==> src/rtl/core/hrhp_pkg.sv <==
// ----------------------------------------------------------------------------
// hrhp_pkg: shared definitions for the HTTP request head parser
// Character constants, result codes, state encodings and byte classifiers.
// ----------------------------------------------------------------------------
package hrhp_pkg;

   localparam int DEF_LENGTH_WIDTH = 32;
   localparam int BODY_OUT_WIDTH   = 32;

   localparam logic [7:0] CH_SP     = 8'h20;
   localparam logic [7:0] CH_CR     = 8'h0D;
   localparam logic [7:0] CH_LF     = 8'h0A;
   localparam logic [7:0] CH_H      = 8'h48;
   localparam logic [7:0] CH_T      = 8'h54;
   localparam logic [7:0] CH_P      = 8'h50;
   localparam logic [7:0] CH_SLASH  = 8'h2F;
   localparam logic [7:0] CH_DOT    = 8'h2E;
   localparam logic [7:0] CH_COLON  = 8'h3A;
   localparam logic [7:0] CH_PLUS   = 8'h2B;
   localparam logic [7:0] CH_MINUS  = 8'h2D;
   localparam logic [7:0] CH_ZERO   = 8'h30;
   localparam logic [7:0] CASE_OFFSET = 8'h20;

   localparam logic [31:0] METHOD_GET  = 32'h0047_4554;
   localparam logic [31:0] METHOD_POST = 32'h504F_5354;

   localparam logic [2:0] MLEN_GET  = 3'd3;
   localparam logic [2:0] MLEN_POST = 3'd4;
   localparam logic [2:0] MLEN_SAT  = 3'd5;

   localparam logic [3:0] CL_NAME_LEN = 4'd14;
   // Value sub-state kept in the name match index once the name matched.
   localparam logic [3:0] VAL_LEAD   = 4'd0;
   localparam logic [3:0] VAL_DIGITS = 4'd1;
   localparam logic [3:0] VAL_STOP   = 4'd2;

   typedef enum logic [1:0] {
      ST_PENDING = 2'd0,
      ST_GOOD    = 2'd1,
      ST_BAD     = 2'd2
   } status_type;

   typedef enum logic [2:0] {
      PART_NONE   = 3'd0,
      PART_METHOD = 3'd1,
      PART_URI    = 3'd2,
      PART_NAME   = 3'd3,
      PART_VALUE  = 3'd4,
      PART_BODY   = 3'd5
   } part_type;

   typedef enum logic [1:0] {
      MC_UNKNOWN = 2'd0,
      MC_GET     = 2'd1,
      MC_POST    = 2'd2
   } method_code_type;

   typedef enum logic [17:0] {
      PS_START  = 18'h00001,
      PS_METHOD = 18'h00002,
      PS_URI    = 18'h00004,
      PS_VH     = 18'h00008,
      PS_VT1    = 18'h00010,
      PS_VT2    = 18'h00020,
      PS_VP     = 18'h00040,
      PS_VSLASH = 18'h00080,
      PS_MAJ0   = 18'h00100,
      PS_MAJ    = 18'h00200,
      PS_MIN0   = 18'h00400,
      PS_MIN    = 18'h00800,
      PS_NL1    = 18'h01000,
      PS_HLS    = 18'h02000,
      PS_HL     = 18'h04000,
      PS_NL2    = 18'h08000,
      PS_NL3    = 18'h10000,
      PS_BODY   = 18'h20000
   } parse_state_type;

   typedef enum logic [6:0] {
      HP_PRE    = 7'h01,
      HP_NAME   = 7'h02,
      HP_PREVAL = 7'h04,
      HP_VAL    = 7'h08,
      HP_EPRE   = 7'h10,
      HP_EVAL   = 7'h20,
      HP_NAMEWS = 7'h40
   } header_phase_type;

   typedef struct packed {
      status_type                  status;
      logic [7:0]                  byte_out;
      part_type                    part;
      method_code_type             method_code;
      logic [7:0]                  version_major;
      logic [7:0]                  version_minor;
      logic [BODY_OUT_WIDTH-1:0]   body_remaining;
   } result_type;

   function automatic logic is_alpha(input logic [7:0] c);
      return (c >= 8'h41 && c <= 8'h5A) || (c >= 8'h61 && c <= 8'h7A);
   endfunction

   function automatic logic is_upper(input logic [7:0] c);
      return c >= 8'h41 && c <= 8'h5A;
   endfunction

   function automatic logic is_digit(input logic [7:0] c);
      return c >= 8'h30 && c <= 8'h39;
   endfunction

   function automatic logic is_space(input logic [7:0] c);
      return c == CH_SP || (c >= 8'h09 && c <= 8'h0D);
   endfunction

   function automatic logic is_cntrl(input logic [7:0] c);
      return c < 8'h20 || c == 8'h7F;
   endfunction

   // Lower-case spelling of the Content-Length header name.
   function automatic logic [7:0] cl_char(input logic [3:0] idx);
      logic [7:0] ch;
      case (idx)
         4'd0:  ch = 8'h63;
         4'd1:  ch = 8'h6F;
         4'd2:  ch = 8'h6E;
         4'd3:  ch = 8'h74;
         4'd4:  ch = 8'h65;
         4'd5:  ch = 8'h6E;
         4'd6:  ch = 8'h74;
         4'd7:  ch = 8'h2D;
         4'd8:  ch = 8'h6C;
         4'd9:  ch = 8'h65;
         4'd10: ch = 8'h6E;
         4'd11: ch = 8'h67;
         4'd12: ch = 8'h74;
         4'd13: ch = 8'h68;
         default: ch = 8'h00;
      endcase
      return ch;
   endfunction

endpackage

==> src/rtl/core/hrhp_step.sv <==
// ----------------------------------------------------------------------------
// hrhp_step: parser state and per-byte transition
// Holds the parse state and computes the tag and result fields of one beat.
// ----------------------------------------------------------------------------
module hrhp_step #(
   parameter int LENGTH_WIDTH = hrhp_pkg::DEF_LENGTH_WIDTH
) (
   input  logic                  clock,
   input  logic                  reset,
   input  logic                  accept,
   input  logic                  cmd,
   input  logic [7:0]            byte_in,
   output hrhp_pkg::result_type  result
);

   localparam int BW = hrhp_pkg::BODY_OUT_WIDTH;

   hrhp_pkg::parse_state_type  state_ff, state_in;
   hrhp_pkg::header_phase_type hphase_ff, hphase_in;
   logic [31:0]             mchars_ff, mchars_in;
   logic [2:0]              mlen_ff, mlen_in;
   logic [7:0]              major_ff, major_in;
   logic [7:0]              minor_ff, minor_in;
   logic [3:0]              midx_ff, midx_in;
   logic                    mok_ff, mok_in;
   logic [LENGTH_WIDTH-1:0] len_ff, len_in;
   logic                    neg_ff, neg_in;
   logic [LENGTH_WIDTH-1:0] body_ff, body_in;
   logic                    done_ff, done_in;

   logic [3:0]              digit;
   logic [11:0]             major_x10, minor_x10;
   logic [7:0]              major_acc, minor_acc;
   logic [LENGTH_WIDTH+3:0] len_x10;
   logic [LENGTH_WIDTH-1:0] len_acc;
   logic [7:0]              lower;
   logic [BW-1:0]           body_out;

   hrhp_pkg::status_type      status;
   hrhp_pkg::part_type        part;
   hrhp_pkg::method_code_type mcode;

   assign digit = 4'(byte_in - hrhp_pkg::CH_ZERO);
   assign lower = hrhp_pkg::is_upper(byte_in) ? byte_in + hrhp_pkg::CASE_OFFSET : byte_in;

   // Times ten by shift and add; anything past eight bits clamps at 255.
   assign major_x10 = ({4'b0, major_ff} << 3) + ({4'b0, major_ff} << 1) + {8'b0, digit};
   assign minor_x10 = ({4'b0, minor_ff} << 3) + ({4'b0, minor_ff} << 1) + {8'b0, digit};
   assign major_acc = (|major_x10[11:8]) ? 8'hFF : major_x10[7:0];
   assign minor_acc = (|minor_x10[11:8]) ? 8'hFF : minor_x10[7:0];

   // The length clamps at all ones whenever the new value needs more bits.
   assign len_x10 = ({4'b0, len_ff} << 3) + ({4'b0, len_ff} << 1)
                    + {{LENGTH_WIDTH{1'b0}}, digit};
   assign len_acc = (|len_x10[LENGTH_WIDTH+3:LENGTH_WIDTH]) ? '1
                    : len_x10[LENGTH_WIDTH-1:0];

   always_comb begin
      logic hdr;
      hdr       = 1'b0;
      state_in  = state_ff;
      hphase_in = hphase_ff;
      mchars_in = mchars_ff;
      mlen_in   = mlen_ff;
      major_in  = major_ff;
      minor_in  = minor_ff;
      midx_in   = midx_ff;
      mok_in    = mok_ff;
      len_in    = len_ff;
      neg_in    = neg_ff;
      body_in   = body_ff;
      done_in   = done_ff;
      status    = hrhp_pkg::ST_PENDING;
      part      = hrhp_pkg::PART_NONE;

      if (cmd) begin
         state_in  = hrhp_pkg::PS_START;
         hphase_in = hrhp_pkg::HP_PRE;
         mchars_in = '0;
         mlen_in   = '0;
         major_in  = '0;
         minor_in  = '0;
         midx_in   = '0;
         mok_in    = 1'b1;
         len_in    = '0;
         neg_in    = 1'b0;
         body_in   = '0;
         done_in   = 1'b0;
      end else if (done_ff) begin
         status = hrhp_pkg::ST_BAD;
      end else begin
         unique case (state_ff)
            hrhp_pkg::PS_START: begin
               if (hrhp_pkg::is_alpha(byte_in)) begin
                  mchars_in = {24'b0, byte_in};
                  mlen_in   = 3'd1;
                  state_in  = hrhp_pkg::PS_METHOD;
                  part      = hrhp_pkg::PART_METHOD;
               end else begin
                  status = hrhp_pkg::ST_BAD;
               end
            end
            hrhp_pkg::PS_METHOD: begin
               if (byte_in == hrhp_pkg::CH_SP) begin
                  if ((mlen_ff == hrhp_pkg::MLEN_GET && mchars_ff == hrhp_pkg::METHOD_GET) ||
                      (mlen_ff == hrhp_pkg::MLEN_POST && mchars_ff == hrhp_pkg::METHOD_POST))
                  begin
                     state_in = hrhp_pkg::PS_URI;
                  end else begin
                     status = hrhp_pkg::ST_BAD;
                  end
               end else if (!hrhp_pkg::is_alpha(byte_in)) begin
                  status = hrhp_pkg::ST_BAD;
               end else begin
                  if (mlen_ff < hrhp_pkg::MLEN_POST) begin
                     mchars_in = {mchars_ff[23:0], byte_in};
                     mlen_in   = mlen_ff + 3'd1;
                  end else begin
                     mlen_in = hrhp_pkg::MLEN_SAT;
                  end
                  part = hrhp_pkg::PART_METHOD;
               end
            end
            hrhp_pkg::PS_URI: begin
               if (byte_in == hrhp_pkg::CH_SP) state_in = hrhp_pkg::PS_VH;
               else if (hrhp_pkg::is_cntrl(byte_in)) status = hrhp_pkg::ST_BAD;
               else part = hrhp_pkg::PART_URI;
            end
            hrhp_pkg::PS_VH: begin
               if (byte_in == hrhp_pkg::CH_H) state_in = hrhp_pkg::PS_VT1;
               else status = hrhp_pkg::ST_BAD;
            end
            hrhp_pkg::PS_VT1: begin
               if (byte_in == hrhp_pkg::CH_T) state_in = hrhp_pkg::PS_VT2;
               else status = hrhp_pkg::ST_BAD;
            end
            hrhp_pkg::PS_VT2: begin
               if (byte_in == hrhp_pkg::CH_T) state_in = hrhp_pkg::PS_VP;
               else status = hrhp_pkg::ST_BAD;
            end
            hrhp_pkg::PS_VP: begin
               if (byte_in == hrhp_pkg::CH_P) state_in = hrhp_pkg::PS_VSLASH;
               else status = hrhp_pkg::ST_BAD;
            end
            hrhp_pkg::PS_VSLASH: begin
               if (byte_in == hrhp_pkg::CH_SLASH) begin
                  state_in = hrhp_pkg::PS_MAJ0;
                  major_in = '0;
                  minor_in = '0;
               end else begin
                  status = hrhp_pkg::ST_BAD;
               end
            end
            hrhp_pkg::PS_MAJ0, hrhp_pkg::PS_MAJ: begin
               if (state_ff == hrhp_pkg::PS_MAJ && byte_in == hrhp_pkg::CH_DOT) begin
                  state_in = hrhp_pkg::PS_MIN0;
               end else if (hrhp_pkg::is_digit(byte_in)) begin
                  major_in = major_acc;
                  state_in = hrhp_pkg::PS_MAJ;
               end else begin
                  status = hrhp_pkg::ST_BAD;
               end
            end
            hrhp_pkg::PS_MIN0, hrhp_pkg::PS_MIN: begin
               if (state_ff == hrhp_pkg::PS_MIN && byte_in == hrhp_pkg::CH_CR) begin
                  state_in = hrhp_pkg::PS_NL1;
               end else if (hrhp_pkg::is_digit(byte_in)) begin
                  minor_in = minor_acc;
                  state_in = hrhp_pkg::PS_MIN;
               end else begin
                  status = hrhp_pkg::ST_BAD;
               end
            end
            hrhp_pkg::PS_NL1, hrhp_pkg::PS_NL2: begin
               if (byte_in == hrhp_pkg::CH_LF) state_in = hrhp_pkg::PS_HLS;
               else status = hrhp_pkg::ST_BAD;
            end
            hrhp_pkg::PS_HLS: begin
               if (byte_in == hrhp_pkg::CH_CR) begin
                  state_in = hrhp_pkg::PS_NL3;
               end else begin
                  // A new header line starts with a fresh name match.
                  hphase_in = hrhp_pkg::HP_PRE;
                  midx_in   = '0;
                  mok_in    = 1'b1;
                  hdr       = 1'b1;
                  state_in  = hrhp_pkg::PS_HL;
               end
            end
            hrhp_pkg::PS_HL: begin
               if (byte_in == hrhp_pkg::CH_CR) begin
                  if (hphase_ff == hrhp_pkg::HP_PREVAL || hphase_ff == hrhp_pkg::HP_VAL)
                     state_in = hrhp_pkg::PS_NL2;
                  else
                     status = hrhp_pkg::ST_BAD;
               end else begin
                  hdr = 1'b1;
               end
            end
            hrhp_pkg::PS_NL3: begin
               if (byte_in != hrhp_pkg::CH_LF) begin
                  status = hrhp_pkg::ST_BAD;
               end else if (mchars_ff == hrhp_pkg::METHOD_GET) begin
                  status  = hrhp_pkg::ST_GOOD;
                  done_in = 1'b1;
               end else if (neg_ff || len_ff == '0) begin
                  status = hrhp_pkg::ST_BAD;
               end else begin
                  body_in  = len_ff;
                  state_in = hrhp_pkg::PS_BODY;
               end
            end
            hrhp_pkg::PS_BODY: begin
               part    = hrhp_pkg::PART_BODY;
               body_in = body_ff - 1'b1;
               if (body_in == '0) begin
                  status  = hrhp_pkg::ST_GOOD;
                  done_in = 1'b1;
               end
            end
            default: begin
               status = hrhp_pkg::ST_BAD;
            end
         endcase

         if (hdr) begin
            unique case (hphase_in)
               hrhp_pkg::HP_PRE: begin
                  if (byte_in == hrhp_pkg::CH_COLON) begin
                     hphase_in = hrhp_pkg::HP_EPRE;
                     mok_in    = 1'b0;
                  end else if (!hrhp_pkg::is_space(byte_in)) begin
                     hphase_in = hrhp_pkg::HP_NAME;
                     if (midx_in < hrhp_pkg::CL_NAME_LEN && lower == hrhp_pkg::cl_char(midx_in))
                        midx_in = midx_in + 4'd1;
                     else
                        mok_in = 1'b0;
                     part = hrhp_pkg::PART_NAME;
                  end
               end
               hrhp_pkg::HP_NAME, hrhp_pkg::HP_NAMEWS: begin
                  if (byte_in == hrhp_pkg::CH_COLON) begin
                     if (mok_in && midx_in == hrhp_pkg::CL_NAME_LEN) begin
                        len_in  = '0;
                        neg_in  = 1'b0;
                        midx_in = hrhp_pkg::VAL_LEAD;
                     end else begin
                        mok_in = 1'b0;
                     end
                     hphase_in = hrhp_pkg::HP_PREVAL;
                  end else if (hrhp_pkg::is_space(byte_in)) begin
                     hphase_in = hrhp_pkg::HP_NAMEWS;
                     part      = hrhp_pkg::PART_NAME;
                  end else begin
                     // A name broken by inner whitespace can no longer match.
                     if (hphase_in == hrhp_pkg::HP_NAMEWS) begin
                        mok_in    = 1'b0;
                        hphase_in = hrhp_pkg::HP_NAME;
                     end
                     if (midx_in < hrhp_pkg::CL_NAME_LEN && lower == hrhp_pkg::cl_char(midx_in))
                        midx_in = midx_in + 4'd1;
                     else
                        mok_in = 1'b0;
                     part = hrhp_pkg::PART_NAME;
                  end
               end
               hrhp_pkg::HP_PREVAL, hrhp_pkg::HP_VAL: begin
                  if (hphase_in == hrhp_pkg::HP_PREVAL && hrhp_pkg::is_space(byte_in)) begin
                     part = hrhp_pkg::PART_NONE;
                  end else begin
                     hphase_in = hrhp_pkg::HP_VAL;
                     part      = hrhp_pkg::PART_VALUE;
                     if (mok_in) begin
                        if (midx_in == hrhp_pkg::VAL_LEAD &&
                            (byte_in == hrhp_pkg::CH_PLUS || byte_in == hrhp_pkg::CH_MINUS))
                        begin
                           neg_in  = (byte_in == hrhp_pkg::CH_MINUS);
                           midx_in = hrhp_pkg::VAL_DIGITS;
                        end else if (midx_in <= hrhp_pkg::VAL_DIGITS &&
                                     hrhp_pkg::is_digit(byte_in)) begin
                           len_in  = len_acc;
                           midx_in = hrhp_pkg::VAL_DIGITS;
                        end else begin
                           midx_in = hrhp_pkg::VAL_STOP;
                        end
                     end
                  end
               end
               hrhp_pkg::HP_EPRE: begin
                  if (!hrhp_pkg::is_space(byte_in)) begin
                     hphase_in = hrhp_pkg::HP_EVAL;
                     part      = hrhp_pkg::PART_VALUE;
                  end
               end
               default: begin
                  part = hrhp_pkg::PART_VALUE;
               end
            endcase
         end

         if (status == hrhp_pkg::ST_BAD) part = hrhp_pkg::PART_NONE;
      end
   end

   always_comb begin
      if (state_in == hrhp_pkg::PS_START || state_in == hrhp_pkg::PS_METHOD)
         mcode = hrhp_pkg::MC_UNKNOWN;
      else if (mchars_in == hrhp_pkg::METHOD_GET)
         mcode = hrhp_pkg::MC_GET;
      else
         mcode = hrhp_pkg::MC_POST;
   end

   generate
      if (LENGTH_WIDTH > BW) begin : g_body_sat
         assign body_out = (|body_in[LENGTH_WIDTH-1:BW]) ? '1 : body_in[BW-1:0];
      end else begin : g_body_ext
         assign body_out = BW'(body_in);
      end
   endgenerate

   assign result.status         = status;
   assign result.byte_out       = byte_in;
   assign result.part           = part;
   assign result.method_code    = mcode;
   assign result.version_major  = major_in;
   assign result.version_minor  = minor_in;
   assign result.body_remaining = body_out;

   always_ff @(posedge clock) begin
      if (reset) begin
         state_ff  <= hrhp_pkg::PS_START;
         hphase_ff <= hrhp_pkg::HP_PRE;
         mchars_ff <= '0;
         mlen_ff   <= '0;
         major_ff  <= '0;
         minor_ff  <= '0;
         midx_ff   <= '0;
         mok_ff    <= 1'b1;
         len_ff    <= '0;
         neg_ff    <= 1'b0;
         body_ff   <= '0;
         done_ff   <= 1'b0;
      end else if (accept) begin
         state_ff  <= state_in;
         hphase_ff <= hphase_in;
         mchars_ff <= mchars_in;
         mlen_ff   <= mlen_in;
         major_ff  <= major_in;
         minor_ff  <= minor_in;
         midx_ff   <= midx_in;
         mok_ff    <= mok_in;
         len_ff    <= len_in;
         neg_ff    <= neg_in;
         body_ff   <= body_in;
         done_ff   <= done_in;
      end
   end

endmodule

==> src/rtl/core/hrhp_skid.sv <==
// ----------------------------------------------------------------------------
// hrhp_skid: result register with skid entry
// Holds finished result beats so the input side sees a registered stall.
// ----------------------------------------------------------------------------
module hrhp_skid (
   input  logic                  clock,
   input  logic                  reset,
   input  logic                  push,
   input  hrhp_pkg::result_type  push_data,
   output logic                  full,
   output logic                  out_valid,
   input  logic                  out_stall,
   output hrhp_pkg::result_type  out_data
);

   logic                 main_valid_ff, main_valid_in;
   logic                 skid_valid_ff, skid_valid_in;
   hrhp_pkg::result_type main_ff, main_in;
   hrhp_pkg::result_type skid_ff, skid_in;
   logic                 take;

   assign take = main_valid_ff && !out_stall;

   always_comb begin
      main_valid_in = main_valid_ff;
      skid_valid_in = skid_valid_ff;
      main_in       = main_ff;
      skid_in       = skid_ff;
      if (skid_valid_ff) begin
         // No push can arrive while the skid entry is occupied.
         if (take) begin
            main_in       = skid_ff;
            skid_valid_in = 1'b0;
         end
      end else if (push) begin
         if (main_valid_ff && !take) begin
            skid_in       = push_data;
            skid_valid_in = 1'b1;
         end else begin
            main_in       = push_data;
            main_valid_in = 1'b1;
         end
      end else if (take) begin
         main_valid_in = 1'b0;
      end
   end

   always_ff @(posedge clock) begin
      if (reset) begin
         main_valid_ff <= 1'b0;
         skid_valid_ff <= 1'b0;
      end else begin
         main_valid_ff <= main_valid_in;
         skid_valid_ff <= skid_valid_in;
      end
      main_ff <= main_in;
      skid_ff <= skid_in;
   end

   assign full      = skid_valid_ff;
   assign out_valid = main_valid_ff;
   assign out_data  = main_ff;

endmodule

==> src/rtl/core/http_request_head_parser.sv <==
// ----------------------------------------------------------------------------
// http_request_head_parser: byte-wide HTTP request head checker
// Tags each request byte by part, tracks method, version and body length.
// ----------------------------------------------------------------------------
//   channel | direction | handshake            | payload
//   req     | in        | req_valid/req_stall  | req_cmd, req_byte_in
//   rsp     | out       | rsp_valid/rsp_stall  | status, byte, part, method,
//           |           |                      | version, body_remaining
//
// One beat per cycle while req_stall is low; each accepted request beat gives
// one response beat, set by the single transition stage ahead of the result
// register. Synchronous reset returns the parser to its start state and
// empties the result register and skid entry.
// A stalled response fills the skid entry; req_stall rises only while it is
// occupied, so req_stall is a register output.
// ----------------------------------------------------------------------------
module http_request_head_parser #(
   parameter int LENGTH_WIDTH = hrhp_pkg::DEF_LENGTH_WIDTH
) (
   input  logic        clock,
   input  logic        reset,
   input  logic        req_valid,
   output logic        req_stall,
   input  logic        req_cmd,
   input  logic [7:0]  req_byte_in,
   output logic        rsp_valid,
   input  logic        rsp_stall,
   output logic [1:0]  rsp_status,
   output logic [7:0]  rsp_byte_out,
   output logic [2:0]  rsp_part,
   output logic [1:0]  rsp_method_code,
   output logic [7:0]  rsp_version_major,
   output logic [7:0]  rsp_version_minor,
   output logic [31:0] rsp_body_remaining
);

   logic                 accept;
   hrhp_pkg::result_type step_result;
   hrhp_pkg::result_type rsp_data;

   assign accept = req_valid && !req_stall;

   hrhp_step #(
      .LENGTH_WIDTH (LENGTH_WIDTH)
   ) u_step (
      .clock   (clock),
      .reset   (reset),
      .accept  (accept),
      .cmd     (req_cmd),
      .byte_in (req_byte_in),
      .result  (step_result)
   );

   hrhp_skid u_skid (
      .clock     (clock),
      .reset     (reset),
      .push      (accept),
      .push_data (step_result),
      .full      (req_stall),
      .out_valid (rsp_valid),
      .out_stall (rsp_stall),
      .out_data  (rsp_data)
   );

   assign rsp_status         = rsp_data.status;
   assign rsp_byte_out       = rsp_data.byte_out;
   assign rsp_part           = rsp_data.part;
   assign rsp_method_code    = rsp_data.method_code;
   assign rsp_version_major  = rsp_data.version_major;
   assign rsp_version_minor  = rsp_data.version_minor;
   assign rsp_body_remaining = rsp_data.body_remaining;

endmodule

==> config.mk <==
export PLATFORM = sky130hd
export DESIGN_NAME = http_request_head_parser
export DESIGN_NICKNAME = d
export VERILOG_FILES = /design/src/rtl/core/hrhp_pkg.sv /design/src/rtl/core/hrhp_step.sv /design/src/rtl/core/hrhp_skid.sv /design/src/rtl/core/http_request_head_parser.sv
export SDC_FILE = /design/constraint.sdc
export NUM_CORES = 1
export LEC_CHECK = 0
export ABC_AREA = 1
export BUFFER_PORTS_ARGS = -buffer_cell sky130_fd_sc_hd__buf_4
export CAP_MARGIN = 20
export CORE_MARGIN = 2
export CORE_UTILIZATION = 56
export CTS_BUF_LIST = sky130_fd_sc_hd__clkbuf_8
export DETAILED_ROUTE_END_ITERATION = 10
export PLACE_DENSITY_LB_ADDON = 0.08
export SYNTH_ARGS = -nofsm -noshare
export SYNTH_HDL_FRONTEND = slang
export SYNTH_HIERARCHICAL = 1
export SYNTH_SLANG_ARGS = --single-unit
export TNS_END_PERCENT = 50
==> constraint.sdc <==
create_clock -name clock -period 10.6 [get_ports clock]
set_input_delay 2.12 -clock clock [delete_from_list [all_inputs] [get_ports clock]]
set_output_delay 2.12 -clock clock [all_outputs]
set_load 0.05 [all_outputs]
==> impl_metrics.prom <==
# TYPE chip_impl_metric gauge
chip_impl_info{name="hold_class",value="reg2reg"} 1
chip_impl_metric{name="achievable_clock_frequency",unit="MHz"} 187
chip_impl_info{name="capture_point_of_the_worst_reg_to_reg_path",value="u_skid/out_data[49]$_DFFE_PP_"} 1
chip_impl_metric{name="critPathArrivalTime",unit="ns"} 5.91
chip_impl_metric{name="via_count",unit=""} 19800
chip_impl_metric{name="synth_seq_area_share",unit="%"} 34.5
chip_impl_metric{name="number_of_clock_sinks_seen_by_cts",unit=""} 275
chip_impl_metric{name="asyncSetResetFlopFracSynth",unit="%"} 0
chip_impl_metric{name="core",unit="sq um"} 34500
chip_impl_metric{name="cp.required",unit="ns"} 11.16
chip_impl_metric{name="worst_r2r_path_depth",unit=""} 23
chip_impl_metric{name="finalCriticalPeriod",unit="ns"} 5.35
chip_impl_metric{name="fin_crit_sh",unit="%"} 50.5
chip_impl_metric{name="fp.dieH",unit="um"} 191
chip_impl_metric{name="area.growth.synth_to_final",unit="%"} 9.11
chip_impl_metric{name="max_slew.worst_pin.slew",unit="ns"} 1.03
chip_impl_metric{name="globalRoute.totalOverflow",unit=""} 0
chip_impl_metric{name="netlist_instances",unit=""} 2793
chip_impl_info{name="critical_path.reg2reg.startpoint",value="u_step/state_ff[15]$_SDFFE_PP0P_"} 1
chip_impl_metric{name="drtAntennaViolNets",unit=""} 0
chip_impl_metric{name="wl_per_cell",unit="um"} 18.5
chip_impl_metric{name="post_cts_repair_resize_count",unit=""} 0
chip_impl_metric{name="synthesis.area_per_instance",unit="sq um"} 7.01
chip_impl_metric{name="gr-usage-all-layers",unit="%"} 33.5
chip_impl_metric{name="cts-htree-levels",unit=""} 2
chip_impl_metric{name="grt_first_pass_wirelength",unit="mm"} 96.9
chip_impl_info{name="top_cell_family_by_delay_on_the_critical_path",value="simple AND/OR/NAND/NOR gates"} 1
chip_impl_metric{name="yosys_register_bits",unit=""} 275
chip_impl_metric{name="irDropWorstVdd",unit="mV"} 0.117
chip_impl_info{name="synth_ff_type",value="dfxtp_1"} 1
chip_impl_metric{name="grt_antenna_before_repair",unit=""} 1
chip_impl_metric{name="m3_gr_usage",unit="%"} 6.15
chip_impl_metric{name="max_cap_violations",unit=""} 0
chip_impl_metric{name="firstDrtPassIters",unit=""} 6
chip_impl_metric{name="synth-edff-count",unit=""} 126
chip_impl_metric{name="synthesis.area",unit="sq um"} 19600
chip_impl_metric{name="drt_iter0_drc",unit=""} 2214
chip_impl_metric{name="setup_viol",unit=""} 0
chip_impl_info{name="critical_path.startpoint",value="req_byte_in[7]"} 1
chip_impl_metric{name="cts_hold_buf",unit=""} 0
chip_impl_metric{name="worst_path_buf_inv",unit=""} 3
chip_impl_metric{name="cts_buffers",unit=""} 48
chip_impl_metric{name="total_die_area",unit="sq um"} 36500
chip_impl_metric{name="timing.setup.tns",unit="ns"} 0
chip_impl_info{name="holdPathEnd",value="u_step/hphase_ff[6]$_SDFFE_PP0P_"} 1
chip_impl_info{name="cp-start-kind",value="input port"} 1
chip_impl_metric{name="via_count_of_the_first_global_routing_pass",unit=""} 18300
chip_impl_info{name="hold_start",value="u_step/hphase_ff[6]$_SDFFE_PP0P_"} 1
chip_impl_info{name="gr-max-usage-layer",value="met2"} 1
chip_impl_metric{name="dp_hpwl",unit="mm"} 43.7
chip_impl_metric{name="synth_cell_types",unit=""} 64
chip_impl_metric{name="worst-r2r-setup-slack",unit="ns"} 6.18
chip_impl_metric{name="io_buffers",unit=""} 77
chip_impl_info{name="status",value="complete, no violations"} 1
chip_impl_metric{name="worst_hold_slack",unit="ns"} 0.474
chip_impl_info{name="end_kind",value="flop"} 1
chip_impl_metric{name="power-per-cell-area",unit="nW/um^2"} 128
chip_impl_metric{name="timing.max_slew.rel_slack",unit="%"} 31.6
chip_impl_info{name="ctsRootBufferMaster",value="clkbuf_8"} 1
chip_impl_metric{name="synthDominantCellAreaShare",unit="%"} 19.3
chip_impl_metric{name="route.final.wire_length",unit="mm"} 61.4
chip_impl_metric{name="cts_setup_buffers",unit=""} 0
chip_impl_info{name="synth.top_cells.by_count",value="nand2_1 (679), inv_1 (321), a21oi_1 (271), nor2_1 (230), o21ai_0 (211)"} 1
chip_impl_info{name="setup_repair_after_global_routing_missed_its_margin",value="no"} 1
chip_impl_metric{name="largest_net_degree_at_the_start_of_global_routing",unit=""} 106
chip_impl_metric{name="final_layout_size_suffix_gt1_share",unit="%"} 8.03
chip_impl_info{name="crit_path_cell_trace",value="buf_4, inv_1, nand2_1, nor2_2, nand2_2, nand4_4, nand2_1, inv_1, ha_1, nand3_1, a311oi_2, nand2_2, nor2_4, o21ai_0, a21oi_1"} 1
chip_impl_metric{name="n_fill_cell",unit=""} 3216
chip_impl_metric{name="power_leakage",unit="nW"} 9.63
chip_impl_metric{name="max-clock-path-buffers",unit=""} 3
chip_impl_info{name="synth.area.top_cells",value="edfxtp_1 (19%), dfxtp_1 (15%), nand2_1 (13%), a21oi_1 (6.9%), ha_1 (6.7%)"} 1
chip_impl_metric{name="routabilityCongestion",unit=""} 1.00
chip_impl_info{name="yosys.cell_count.top_type",value="nand2_1"} 1
chip_impl_metric{name="sequential_cell_area",unit="sq um"} 6770
chip_impl_metric{name="placement_rows",unit=""} 68
chip_impl_info{name="cp_slowest_cell",value="nor2_4"} 1
chip_impl_metric{name="drt-vias-per-instance",unit=""} 5.97
chip_impl_info{name="synthDominantAreaCellType",value="edfxtp_1"} 1
chip_impl_metric{name="met2_usage",unit="%"} 50.7
chip_impl_metric{name="finish.net_count",unit=""} 2950
chip_impl_metric{name="drc_errors",unit=""} 0
chip_impl_metric{name="synth_warnings",unit=""} 6
chip_impl_metric{name="whs_path_depth",unit=""} 2
chip_impl_metric{name="worst_path_largest_cell_delay",unit="ns"} 0.74
chip_impl_metric{name="hold_viol_final",unit=""} 0
chip_impl_metric{name="timing.critical_path.fanout_max",unit=""} 33
chip_impl_metric{name="final.setup_skew",unit="ns"} 0.0348
chip_impl_info{name="timing.setup.critical_path_class",value="in2reg"} 1
chip_impl_metric{name="start_util",unit="%"} 56.9
chip_impl_metric{name="clkLatencyLatePin",unit="ns"} 0.64
chip_impl_metric{name="area_used_by_multi_input_combinational_logic",unit="sq um"} 11000
chip_impl_metric{name="die-width",unit="um"} 191
chip_impl_metric{name="clk_pin_slew_worst_paths",unit="ns"} 0.06
chip_impl_metric{name="mappedNetlistNets",unit=""} 2917
chip_impl_metric{name="timing.final.max_slew_violations",unit=""} 0
chip_impl_metric{name="top_level_i_o_count",unit=""} 78
chip_impl_info{name="cts_tree",value="done"} 1
chip_impl_metric{name="global_route.usage.met1",unit="%"} 47.8
[tightest hold or removal path, cell delays in order, from the launching register on]
cell and delay [ns]:
dfxtp_1 0.31, nand2_1 0.06, a21oi_1 0.05
[final cells by class]
type                            instances  share of cell area [%]
Antenna cell                            1                  0.0117
Clock buffer                           58                    3.73
Clock inverter                         32                   0.843
Inverter                              337                    5.92
Multi-Input combinational cell       2066                    51.6
Sequential cell                       275                    31.7
Tap cell                              455                    2.66
Timing Repair Buffer                   98                    3.58
[state kept, by name (all words and copies together) (netlist names)]
name and count:
u_step/len_ff 32, u_skid/out_valid 1, u_step/state_ff 18, u_step/mlen_ff 3, u_step/done_ff 1, u_skid/full 1, u_step/hphase_ff 7, u_step/midx_ff 4
u_skid/out_data 63, u_skid/skid_ff 63, u_step/body_ff 32, u_step/mchars_ff 32, u_step/mok_ff 1, u_step/neg_ff 1, u_step/minor_ff 8, u_step/major_ff 8
[per-stage QoR]
step	std cells	utilization [%]	power (mW)	setup slack [ns]	cell area, sq um
floorplan	2793	-	1.60	4.69	19600
global placement	3225	59.0	1.74	4.46	20300
detailed placement	3227	59.0	1.75	4.21	20300
CTS	3317	61.8	2.74	4.91	21300
global route	3321	62.0	2.85	5.00	21400
finish	3322	62.0	2.73	5.25	21400
[where the power goes]
group	internal, mW	switching, mW	total (mW)
Clock	0.526	0.467	0.993
Combinational	0.145	0.382	0.527
Sequential	1.17	0.0440	1.21
Total	1.84	0.893	2.73
[how the worst max path moves through the flow]
stage | cells after the start | to | slack, ns
3_3_place_gp | 20 | u_step/len_ff[8]$_SDFFE_PP0P_ | 4.46
6_report | 15 | u_step/len_ff[8]$_SDFFE_PP0P_ | 5.25
5_1_grt | 15 | u_step/len_ff[8]$_SDFFE_PP0P_ | 5.00
4_1_cts | 20 | u_step/len_ff[8]$_SDFFE_PP0P_ | 4.91
3_5_place_dp | 20 | u_step/len_ff[8]$_SDFFE_PP0P_ | 4.21
2_1_floorplan | 4 | u_skid/out_data[0]$_DFFE_PP_ | 4.69
[cell families after synthesis]
kind of cell    share of synthesized area [%]
flops                                    34.5
compound gates                           18.8
simple gates                             27.6
fa+ha+maj                                7.32
buf+inv                                  9.27
xor+xnor                                 2.55
[layout by cell type (no fill, tap or decap), drive strengths merged, types with 3 or more instances in the layout]
master	instances
nor4	23
fa	6
a31oi	11
nor2	249
o2111ai	6
o41ai	3
o21ai	249
nand2	687
inv	354
nand3b	4
a21oi	272
ha	105
clkinv	13
a32o	8
a211oi	26
o21a	9
nor3	56
o21bai	3
buf	98
edfxtp	126
nand3	147
xor2	46
a31o	3
clkbuf	58
o221ai	7
o32ai	8
xnor2	11
a21o	4
o22ai	12
nand4	70
a21boi	3
o211ai	20
dfxtp	149
[layer usage]
layer / vias to the layer above / part of all wire [%]
li1: 9549 / -
met1: 9204 / 45
met2: 932 / 43
met3: 149 / 9.6
met4: 2 / 2.9
met5: - / 0.021
No activity file was read; power rests on OpenSTA's default activity.
